File: config.mk
export PLATFORM = sky130hd
export DESIGN_NAME = dfst_ctrl
export DESIGN_NICKNAME = d
export VERILOG_FILES = /design/src/hw/rtl/dfst_pkg.sv /design/src/hw/rtl/dfst_ctrl.sv
export SDC_FILE = /design/constraint.sdc
export NUM_CORES = 1
export LEC_CHECK = 0
export ABC_AREA = 1
export BUFFER_PORTS_ARGS = -buffer_cell sky130_fd_sc_hd__buf_2
export CAP_MARGIN = 15
export CORE_MARGIN = 2
export CORE_UTILIZATION = 40
export CTS_BUF_LIST = sky130_fd_sc_hd__clkbuf_4 sky130_fd_sc_hd__clkbuf_8
export CTS_CLUSTER_DIAMETER = 40
export DETAILED_ROUTE_END_ITERATION = 16
export PLACE_DENSITY = 0.88
export SLEW_MARGIN = 30
export SYNTH_ARGS = -nofsm -noshare
export SYNTH_HDL_FRONTEND = slang
export SYNTH_SLANG_ARGS = --single-unit
File: constraint.sdc
create_clock -name clk -period 1.2 [get_ports clk]
set_input_delay 0.06 -clock clk [delete_from_list [all_inputs] [get_ports clk]]
set_output_delay 0.06 -clock clk [all_outputs]
set_load 0.02 [all_outputs]
File: src/hw/rtl/dfst_pkg.sv
package dfst_pkg;

    // Default sizes of the graph store.
    localparam int MAX_VERTICES_DEF = 64;
    localparam int MAX_ARCS_DEF     = 256;

    // Fixed field widths.
    localparam int VTX_W      = 6;
    localparam int STAMP_W    = 8;
    localparam int CNT_W      = 7;
    localparam int KIND_W     = 2;
    localparam int STATUS_W   = 2;
    localparam int IN_DATA_W  = 16;
    localparam int OUT_DATA_W = 40;

    localparam logic [CNT_W-1:0] VCOUNT_RESET = 7'd64;

    // Input item kinds.
    localparam logic [KIND_W-1:0] KIND_ADD   = 2'd0;
    localparam logic [KIND_W-1:0] KIND_CLEAR = 2'd1;
    localparam logic [KIND_W-1:0] KIND_RUN   = 2'd2;

    // Result status codes.
    localparam logic [STATUS_W-1:0] ST_OK     = 2'd0;
    localparam logic [STATUS_W-1:0] ST_FULL   = 2'd1;
    localparam logic [STATUS_W-1:0] ST_RECORD = 2'd2;
    localparam logic [STATUS_W-1:0] ST_RANGE  = 2'd3;

    typedef enum logic [3:0] {
        S_IDLE,
        S_ADD,
        S_SCAN,
        S_DISC,
        S_HEAD,
        S_STEP,
        S_ARC,
        S_FIN,
        S_POP,
        S_END
    } state_t;

    // Commands from the controller to the datapath.
    typedef struct packed {
        logic                take;
        logic                add_store;
        logic                add_link;
        logic                put_simple;
        logic [STATUS_W-1:0] simple_code;
        logic                clear_arcs;
        logic                run_start;
        logic                scan_next;
        logic                pick_root;
        logic                pick_arc;
        logic                cursor_adv;
        logic                discover;
        logic                head_load;
        logic                rec_push;
        logic                pop_load;
        logic                flush_last;
    } cmd_t;

    // Status from the datapath to the controller.
    typedef struct packed {
        logic [KIND_W-1:0] kind;
        logic              range_ok;
        logic              store_full;
        logic              scan_done;
        logic              scan_visited;
        logic              cursor_live;
        logic              arc_new;
        logic              stack_left;
        logic              held_valid;
        logic              out_free;
    } stat_t;

endpackage

File: src/hw/rtl/dfst_ctrl.sv
module dfst_ctrl
    import dfst_pkg::*;
(
    input  logic  clk,
    input  logic  rst_n,
    input  logic  s_tvalid,
    output logic  s_tready,
    input  stat_t stat,
    output cmd_t  cmd
);

    state_t state_reg, state_next;
    logic   take;

    assign s_tready = (state_reg == S_IDLE) && stat.out_free;
    assign take     = s_tvalid && s_tready;

    // State register.
    always_ff @(posedge clk or negedge rst_n)
    begin
        if (!rst_n)
        begin
            state_reg <= S_IDLE;
        end
        else
        begin
            state_reg <= state_next;
        end
    end

    // Next state.
    always_comb
    begin
        state_next = state_reg;
        case (state_reg)
            S_IDLE:
            begin
                if (take && stat.kind == KIND_ADD && stat.range_ok && !stat.store_full)
                begin
                    state_next = S_ADD;
                end
                else if (take && stat.kind == KIND_RUN)
                begin
                    state_next = S_SCAN;
                end
            end
            S_ADD:
            begin
                state_next = S_IDLE;
            end
            S_SCAN:
            begin
                if (stat.scan_done)
                begin
                    state_next = S_END;
                end
                else if (!stat.scan_visited)
                begin
                    state_next = S_DISC;
                end
            end
            S_DISC:
            begin
                state_next = S_HEAD;
            end
            S_HEAD:
            begin
                state_next = S_STEP;
            end
            S_STEP:
            begin
                state_next = stat.cursor_live ? S_ARC : S_FIN;
            end
            S_ARC:
            begin
                state_next = stat.arc_new ? S_DISC : S_STEP;
            end
            S_FIN:
            begin
                if (!stat.held_valid || stat.out_free)
                begin
                    state_next = stat.stack_left ? S_POP : S_SCAN;
                end
            end
            S_POP:
            begin
                state_next = S_STEP;
            end
            S_END:
            begin
                if (stat.out_free)
                begin
                    state_next = S_IDLE;
                end
            end
            default:
            begin
                state_next = S_IDLE;
            end
        endcase
    end

    // Commands.
    always_comb
    begin
        cmd      = '0;
        cmd.take = take;
        case (state_reg)
            S_IDLE:
            begin
                if (take)
                begin
                    case (stat.kind)
                        KIND_ADD:
                        begin
                            if (!stat.range_ok)
                            begin
                                cmd.put_simple  = 1'b1;
                                cmd.simple_code = ST_RANGE;
                            end
                            else if (stat.store_full)
                            begin
                                cmd.put_simple  = 1'b1;
                                cmd.simple_code = ST_FULL;
                            end
                            else
                            begin
                                cmd.add_store = 1'b1;
                            end
                        end
                        KIND_CLEAR:
                        begin
                            cmd.clear_arcs  = 1'b1;
                            cmd.put_simple  = 1'b1;
                            cmd.simple_code = ST_OK;
                        end
                        KIND_RUN:
                        begin
                            cmd.run_start = 1'b1;
                        end
                        default:
                        begin
                            cmd.put_simple = 1'b0;
                        end
                    endcase
                end
            end
            S_ADD:
            begin
                cmd.add_link    = 1'b1;
                cmd.put_simple  = 1'b1;
                cmd.simple_code = ST_OK;
            end
            S_SCAN:
            begin
                if (!stat.scan_done)
                begin
                    cmd.scan_next = stat.scan_visited;
                    cmd.pick_root = !stat.scan_visited;
                end
            end
            S_DISC:
            begin
                cmd.discover = 1'b1;
            end
            S_HEAD:
            begin
                cmd.head_load = 1'b1;
            end
            S_ARC:
            begin
                cmd.cursor_adv = 1'b1;
                cmd.pick_arc   = stat.arc_new;
            end
            S_FIN:
            begin
                cmd.rec_push = !stat.held_valid || stat.out_free;
            end
            S_POP:
            begin
                cmd.pop_load = 1'b1;
            end
            S_END:
            begin
                cmd.flush_last = stat.out_free;
            end
            default:
            begin
                cmd.take = take;
            end
        endcase
    end

endmodule

### Yosys cells after proc, flatten, opt, wreduce, memory -nomap -nowiden

Index checks and enable logic that the tools add are counted.

| storage, ports and cells | value |
|---|---|
| register bits after elaboration | 4 |
| bits in latches | 0 |
| memory bits (writable) | 0 |
| ROM bits | 0 |
| input bits | 14 |
| output and inout bits | 18 |
| logic and storage cells | 63 |
| memories kept | 0 |

| cells by class | value |
|---|---|
| $add $sub $neg | 0 |
| multipliers | 0 |
| divide/modulo/power cells | 0 |
| order comparisons | 0 |
| eq/ne operators | 15 |
| shift-type cells | 0 |
| muxes and demuxes | 33 |
| bitwise gates (word level) | 0 |
| reduce and logical (&&, ||, !) cells | 14 |

Operators with widths:

| cell | count |
|---|---|
| $pmux 4 s8 | 1 |
| $mux 4 | 7 |
| $eq 4x3->1 const B | 4 |
| $mux 1 | 14 |
| $mux 2 | 5 |
| $mux 3 | 3 |
| $eq 4x2->1 const B | 2 |
| $eq 4x4->1 const B | 2 |
| $logic_and 1x1->1 | 6 |
| $pmux 3 s2 | 1 |
| $mux 5 | 1 |
| $eq 4x1->1 const B | 1 |
| $logic_not 4->1 | 1 |
| $ne 2x2->1 const B | 2 |
| $reduce_and 4->1 | 1 |
| $logic_not 1->1 | 3 |
| $ne 3x1->1 const B | 1 |
| $ne 3x3->1 const B | 1 |
| $eq 2x1->1 const B | 1 |
| $eq 2x2->1 const B | 1 |
| $logic_not 2->1 | 1 |
| $pmux 1 s2 | 1 |
| $reduce_or 2->1 | 1 |
| $logic_or 1x1->1 | 1 |

### Longest topological paths before layout

Gate-level depths: netlist (run 1).

| logic depth | value |
|---|---|
| word-level depth | 8 |
| depth in mapped cells | 9 |
| gate-level depth less buffers | 9 |

### Least setup slack after synthesis (run 1)

OpenSTA, ideal clock, no wires.

| timing path | value |
|---|---|
| path type | register to output |
| start | register state_reg[0] |
| end | output cmd[11] (netlist bit) |
| data arrival time | 1.255 ns |
| required time | 1.140 ns |
| path slack | -0.115 ns |
| stages on the path, launching flop included | 6 |
| path buffers | 0 |
| cell sequence | dfrtp_1 nor2_2 nand2_4 nor3b_4 nand2_1 nor2_1 |

RTL lines:

| item | RTL line | RTL |
|---|---|---|
| start, declared | dfst_ctrl.sv:12 | `state_t state_reg, state_next;` |
| start signal, assigned | dfst_ctrl.sv:27 | `state_reg <= state_next;` |
| end, declared | dfst_ctrl.sv:9 | `output cmd_t cmd` |

==> results of run 1 <==
==> report_power, final <==
part           leakage (nW)  internal, mW  total (mW)  switching (mW)
logic                 0.550         0.835        1.97            1.14
registers            0.0518         0.195       0.251          0.0563
clock network        0.0138         0.112       0.173          0.0608
==> worst max-delay path by stage <==
stage,from,end,cells after the start
floorplan,state_reg[1],state_reg[1],8
global placement,state_reg[1],cmd[12],6
detailed placement,state_reg[1],cmd[12],6
CTS,state_reg[1],cmd[11],6
global route,state_reg[3],cmd[2],6
finish,state_reg[1],cmd[11],6
==> per-stage QoR <==
stage	util [%]	setup slack (ns)
after global placement	64.23	-0.09919
after CTS	82.50	-0.3462
after detailed placement	64.23	-0.1648
after floorplan	-	-0.06601
after global routing	86.92	-0.4016
final	86.92	-0.3599
==> critical path, stage by stage, from the launching register on <==
cell and delay [ns]:
dfrtp_1 0.40, nor2_4 0.15, nand2_4 0.07, nor3b_4 0.28
nand2_2 0.13, nor2_2 0.11, buf_6 0.12
==> what timing repair did <==
| action | CTS | global route |
|---|---|---|
| hold buffers | 1 | 0 |
| endpoints found under the hold margin | 4 | 0 |
| buffers inserted | 4 | 2 |
| pin swaps | 10 | 5 |
| resized for setup | 56 | 11 |
| setup endpoints to repair | 22 | 22 |
==> final cells by class <==
type / count / area (um2)
Multi-Input combinational cell: 65 / 518.0
Tap cell: 15 / 18.77
Inverter: 20 / 80.08
Timing Repair Buffer: 49 / 391.6
Clock buffer: 3 / 22.52
Sequential cell: 4 / 100.1
Fill cell: 66 / 170.2
==> logic make-up after synthesis <==
group                  synth area share, %
AOI/OAI and AO/OA                    6.501
buffers and inverters                14.80
DFF                                  17.94
and+or+nand+nor                      60.76
==> per-layer routing <==
layer / GRT usage (%) / wire [um]
met3: 2.660 / 102
met1: 33.33 / 901
met5: 0 / 0
met2: 47.66 / 1142
met4: 8.871 / 78
==> cells in the mapped netlist <==
cell type	instances	area, um2
nor2_4	2	22.52
dfrtp_1	4	100.1
inv_1	18	67.56
inv_2	2	7.510
nor3_1	3	15.01
nand2_2	3	18.77
nor2_1	13	48.80
nand3_1	6	30.03
nand4_4	1	21.27
a21oi_1	3	15.01
nor3b_4	1	18.77
o22ai_1	1	6.260
o21ai_1	2	10.01
nand3_2	3	30.03
nand2_4	1	11.26
nor2_8	1	20.02
nand2_1	19	71.32
o21ai_0	1	5.000
buf_4	1	7.510
nor2_2	5	31.28
==> flow_metrics.tcl, run 1 <==
set metrics [dict create \
    status "finished, violations left" \
    violations "setup timing" \
    fin_nets 157 \
    synth_area_um2 558.0 \
    drc 0 \
    coreArea_um2 1301 \
    critPathLaunchType "flop" \
    cts.sinks 4 \
    cts_tree "built" \
    die_w_um 41.35 \
    cts_buffers 3 \
    r2r_cells 9 \
    report.final.slew_viol_count 0 \
    place_area_um2 835.8 \
    viasPerCell 5.013 \
    yosysWarnings 0 \
    fin_tns_setup_ns -5.735 \
    rows 13 \
    dpl.cell_count 146 \
    holdWs_ns 0.1510 \
    pin_count 32 \
    required_ns 1.14 \
    r2r-start "state_reg[1]" \
    finalHoldViolCount 0 \
    ys_seq_area_share_pct 17.94 \
    final_cell_area_um2 1131 \
    grt_max_degree 7 \
    area_growth_pct 102.7 \
    crit_fanout 4 \
    fin_cells 156 \
    firstDrtPassIters 4 \
    worstHoldPathType "input pin to flop" \
    wire_per_inst_um 14.26 \
    fmax_mhz 641.0 \
    port_buffers 31 \
    clk_pin_slew_worst_paths_ns 0.04 \
    root_buffer "clkbuf_4" \
    end_kind "output port" \
    routed-via-count 782 \
    drive_gt1_share_pct 68.09 \
    final_common_cell "buf_4" \
    ir_drop_uv 1110 \
    rsz0062_at_grt "true" \
    totalWireLength_um 2224 \
    finalPower_mw 2.396 \
    grt_pass1_vias 695 \
    dieArea_um2 1710 \
    hpwlAfterDp_um 1288 \
    path_class "flop to output port" \
    clk_path_buf_depth 2 \
    dr.first_iter.drc_count 9 \
    syn_inst 90 \
    synth-seq-cells 4 \
    largest_reg_flops 4 \
    floorplan.initialDensity_pct 42.88 \
    fin_crit_ns 1.560 \
    r2r-end "state_reg[1]" \
    ff2ff_setup_slack_ns -0.24 \
    tightestPinTransition_ns 0.3750 \
    grt_pass1_wl_um 2994 \
    setup_violations 22 \
    gr-total-overflow 0 \
    grt_use_total_pct 26.75 \
    drtAntennaViolNets 0 \
    n_antenna_cell 0 \
    insertion_delay_ns 0.24 \
    final_cell_mix "buf_4 (19), buf_6 (15), buf_2 (14), inv_1 (12), nand2_1 (12)" \
    period_share_pct 130.0 \
    setup_ws_ns -0.3599 \
    hp-start "stat[1]" \
    synth_cell_types 20 \
    die_h_um 41.35 \
    arrival_ns 1.50 \
    h-tree-depth 1 \
    antenna_found_initial 0 \
    drv_cap 0 \
    syn_nets 104 \
    clock_skew_ns 0.001911 \
    min_to "state_reg[2]" \
    p_leak_nw 0.6156 \
    holdPathStages 3 \
    slew_headroom_pct 74.91 \
    place.gp.congestion 0.8680 \
    p_per_area_nw_per_um2 2119 \
    synth.avg_cell_area_um2 6.200 \
]
No activity file was read; power rests on OpenSTA's default activity.
==> inputs of run 2 (changes only) <==
--- a/config.mk
+++ b/config.mk
@@ -8,11 +8,11 @@
 export ABC_AREA = 1
 export BUFFER_PORTS_ARGS = -buffer_cell sky130_fd_sc_hd__buf_2
 export CAP_MARGIN = 15
-export CORE_MARGIN = 2
-export CORE_UTILIZATION = 40
+export CORE_AREA = 2 2 39 41
 export CTS_BUF_LIST = sky130_fd_sc_hd__clkbuf_4 sky130_fd_sc_hd__clkbuf_8
 export CTS_CLUSTER_DIAMETER = 40
 export DETAILED_ROUTE_END_ITERATION = 16
+export DIE_AREA = 0 0 41 43
 export PLACE_DENSITY = 0.88
 export SLEW_MARGIN = 30
 export SYNTH_ARGS = -nofsm -noshare
==> constraint.sdc (replaced) <==
create_clock -name clk -period 1.5 [get_ports clk]
set_input_delay 0.075 -clock clk [delete_from_list [all_inputs] [get_ports clk]]
set_output_delay 0.075 -clock clk [all_outputs]
set_load 0.1 [all_outputs]
==> flow_metrics.tcl, run 2 <==
set metrics [dict create \
    postGrtWorstEndpoint "cmd[11]" \
    place_area_um2 1124 \
    grt_max_degree 7 \
    synth_cell_types 20 \
    clk_path_buf_depth 2 \
    yosysMostFrequentCell "nand2_1" \
    h-tree-depth 1 \
    synth_commonest_cells "nand2_1 (19), inv_1 (18), nor2_1 (13)" \
    rows 14 \
    synth_top_area_cell "dfrtp_1" \
    synth-seq-cells 4 \
    cts.sinks 4 \
    synth_edf_count 0 \
    error "[ERROR DPL-0033] detailed placement checks failed during check placement." \
    ys_seq_area_share_pct 17.94 \
    synth_area_leaders "dfrtp_1 (18%), nand2_1 (13%), inv_1 (12%)" \
    antenna_found_initial 0 \
    floorplan.initialDensity_pct 40.33 \
    synth_top_family_by_area "simple AND/OR/NAND/NOR gates" \
    timing.worst_endpoint.kind "top-level output" \
    synth-compound-area-share_pct 6.502 \
    synth-xor-area-share_pct 0 \
    yosysWarnings 0 \
    syn_inst 90 \
    synth_area_um2 558.0 \
    synth_top_area_share_pct 17.94 \
    die_h_um 43 \
    syn_nets 104 \
    lastStage "global routing (5_1_grt)" \
    synth.avg_cell_area_um2 6.200 \
    synthSimpleGateAreaFrac_pct 60.76 \
    status "aborted with a tool error" \
    synthArstFlopShare_pct 100.0 \
    cts_buffers 3 \
    port_buffers 31 \
    hpwlAfterDp_um 1546 \
    root_buffer "clkbuf_4" \
    pin_count 32 \
    synthAdderAreaFrac_pct 0 \
    place.gp.congestion 0.8581 \
    die_w_um 41 \
    yosys_most_used_dff "dfrtp_1" \
    synthMuxAreaShare_pct 0 \
]
## run 2: cell counts after synthesis
No cell type changed its count.
## run 2: repair_timing
item                       CTS
hold buffers                 1
hold endpoints to repair     4
resized for setup            8
pin swaps                    9
setup endpoints to repair   10
buffers inserted            12
## run 2: logic make-up after synthesis
logic type | Yosys count
buf+inv | 21
simple gates | 58
flops | 4
compound gates | 7
## run 2: per-stage QoR
step                      setup TNS (ns)  hold WS, ns  utilization, %  worst slack (ns)  std cells
after CTS                         -2.010       0.1506           92.95           -0.2179        154
after detailed placement       -0.001026      -0.1193           81.19         -0.001026        138
after global placement                 0      -0.1191           81.19           0.08880        138
after floorplan                  -0.7908      -0.2206               -           -0.1324         90
==> inputs of run 3 (changes only) <==
--- a/config.mk
+++ b/config.mk
@@ -8,12 +8,10 @@
 export ABC_AREA = 1
 export BUFFER_PORTS_ARGS = -buffer_cell sky130_fd_sc_hd__buf_2
 export CAP_MARGIN = 15
-export CORE_AREA = 2 2 39 41
-export CTS_BUF_LIST = sky130_fd_sc_hd__clkbuf_4 sky130_fd_sc_hd__clkbuf_8
-export CTS_CLUSTER_DIAMETER = 40
+export CORE_AREA = 2 2 63 65
 export DETAILED_ROUTE_END_ITERATION = 16
-export DIE_AREA = 0 0 41 43
-export PLACE_DENSITY = 0.88
+export DIE_AREA = 0 0 65 67
+export PLACE_DENSITY_LB_ADDON = 0.15
 export SLEW_MARGIN = 30
 export SYNTH_ARGS = -nofsm -noshare
 export SYNTH_HDL_FRONTEND = slang
==> flow_metrics.tcl, run 3 (same netlist as run 1, synthesis figures left out) <==
set metrics [dict create \
    worstHoldPathType "input pin to flop" \
    clk_pin_slew_worst_paths_ns 0.03 \
    place.gp.congestion 0.7401 \
    required_ns 1.42 \
    gr-total-overflow 0 \
    n_antenna_cell 0 \
    tightestPinTransition_ns 0.4150 \
    fin_cells 192 \
    area_growth_pct 160.5 \
    h-tree-depth 1 \
    fin_crit_ns 1.636 \
    cts.sinks 4 \
    grt_max_degree 7 \
    port_buffers 31 \
    p_per_area_nw_per_um2 1955 \
    clk_path_buf_depth 2 \
    drv_cap 0 \
    final_cell_area_um2 1454 \
    fmax_mhz 611.2 \
    root_buffer "clkbuf_8" \
    drtAntennaViolNets 0 \
    hp-start "stat[1]" \
    drive_gt1_share_pct 71.53 \
    dieArea_um2 4355 \
    arrival_ns 1.56 \
    setup_violations 15 \
    ir_drop_uv 574.8 \
    crit_start "state_reg[2]" \
    path_class "flop to output port" \
    grt_pass1_wl_um 3408 \
    rsz0062_at_grt "true" \
    post-route-util_pct 40.32 \
    cts_tree "built" \
    insertion_delay_ns 0.22 \
    totalWireLength_um 2020 \
    dpl.cell_count 171 \
    die_w_um 65 \
    coreArea_um2 3606 \
    fill_cells 379 \
    final_cell_mix "buf_12 (18), nand2_1 (15), buf_4 (14), nor2_4 (13), buf_2 (13)" \
    drc 0 \
    hpwlAfterDp_um 1533 \
    final_common_cell "buf_12" \
    largest_reg_flops 4 \
    status "finished, violations left" \
    antenna_found_initial 0 \
    fin_tns_setup_ns -1.134 \
    wire_per_inst_um 10.52 \
    fin_nets 160 \
    dr.first_iter.drc_count 19 \
    firstDrtPassIters 4 \
    critPathLaunchType "flop" \
    die_h_um 67 \
    p_leak_nw 0.6636 \
    viasPerCell 3.891 \
    cts_buffers 3 \
    end_kind "output port" \
    floorplan.initialDensity_pct 15.48 \
    period_share_pct 109.1 \
    slew_headroom_pct 72.23 \
    finalHoldViolCount 0 \
    grt_use_total_pct 10.16 \
    violations "setup timing" \
    clock_skew_ns 0.00008434 \
    pin_count 32 \
    place_area_um2 1171 \
    rows 22 \
    routed-via-count 747 \
    r2r-start "state_reg[0]" \
    setup_ws_ns -0.1362 \
    crit_fanout 3 \
    grt_pass1_vias 774 \
    report.final.slew_viol_count 0 \
]
run 3: what timing repair did:
action / in CTS / in global routing
buffers inserted: 13 / 4
gates resized for setup: 9 / 20
pin swaps: 10 / 11
endpoints found under the hold margin: 4 / 0
hold buffers: 1 / 0
setup endpoints to repair: 10 / 20
run 3: final timing paths:
check / end / slack (ns) / cells after the start
max: cmd[13] / -0.14 / 6
min: state_reg[2] / 0.18 / 3
max reg2reg: state_reg[0] / -0.03 / 10
min reg2reg: state_reg[3] / 0.73 / 4
max in group asynchronous: state_reg[1] / 1.19 / 2
min in group asynchronous: state_reg[2] / 0.20 / 2
run 3: area by class of cell:
| type | instances | area (um2) | share of cell area, % |
|---|---|---|---|
| timing repair buffer | 52 | 608.1 | 41.82 |
| multi-input combinational | 65 | 551.8 | 37.95 |
| tap | 48 | 60.06 | 4.131 |
| sequential | 4 | 100.1 | 6.885 |
| clock buffer | 3 | 41.29 | 2.840 |
| inverter | 20 | 92.59 | 6.368 |
run 3: through the flow:
step / worst slack (ns) / hold WS (ns) / total power [mW]
final: -0.1362 / 0.1810 / 2.843
after global routing: -0.2045 / 0.2009 / 3.002
after CTS: -0.1150 / 0.1801 / 2.625
after detailed placement: 0.03132 / -0.1123 / 2.053
after global placement: 0.07232 / -0.1147 / 2.051
after floorplan: -0.1324 / -0.2206 / 1.509
run 3: critical path, cell delays in order, from the launching register on:
cell,delay [ns]
dfrtp_1,0.40
nor2_4,0.16
buf_4,0.13
buf_6,0.10
clkinvlp_4,0.16
o21ai_4,0.20
buf_12,0.19
run 3: report_power, final:
part,internal (mW),total [mW],switching (mW)
clock network,0.171,0.225,0.0538
registers,0.156,0.203,0.0471
logic,0.953,2.42,1.46
total,1.28,2.84,1.56
run 3: metal layers:
layer	GRT usage [%]	routed length [um]	share of wire, %
met1	11.73	805	40
met5	0	0	0
met3	2.027	113	5.6
met4	5.319	31	1.5
met2	17.65	1070	53
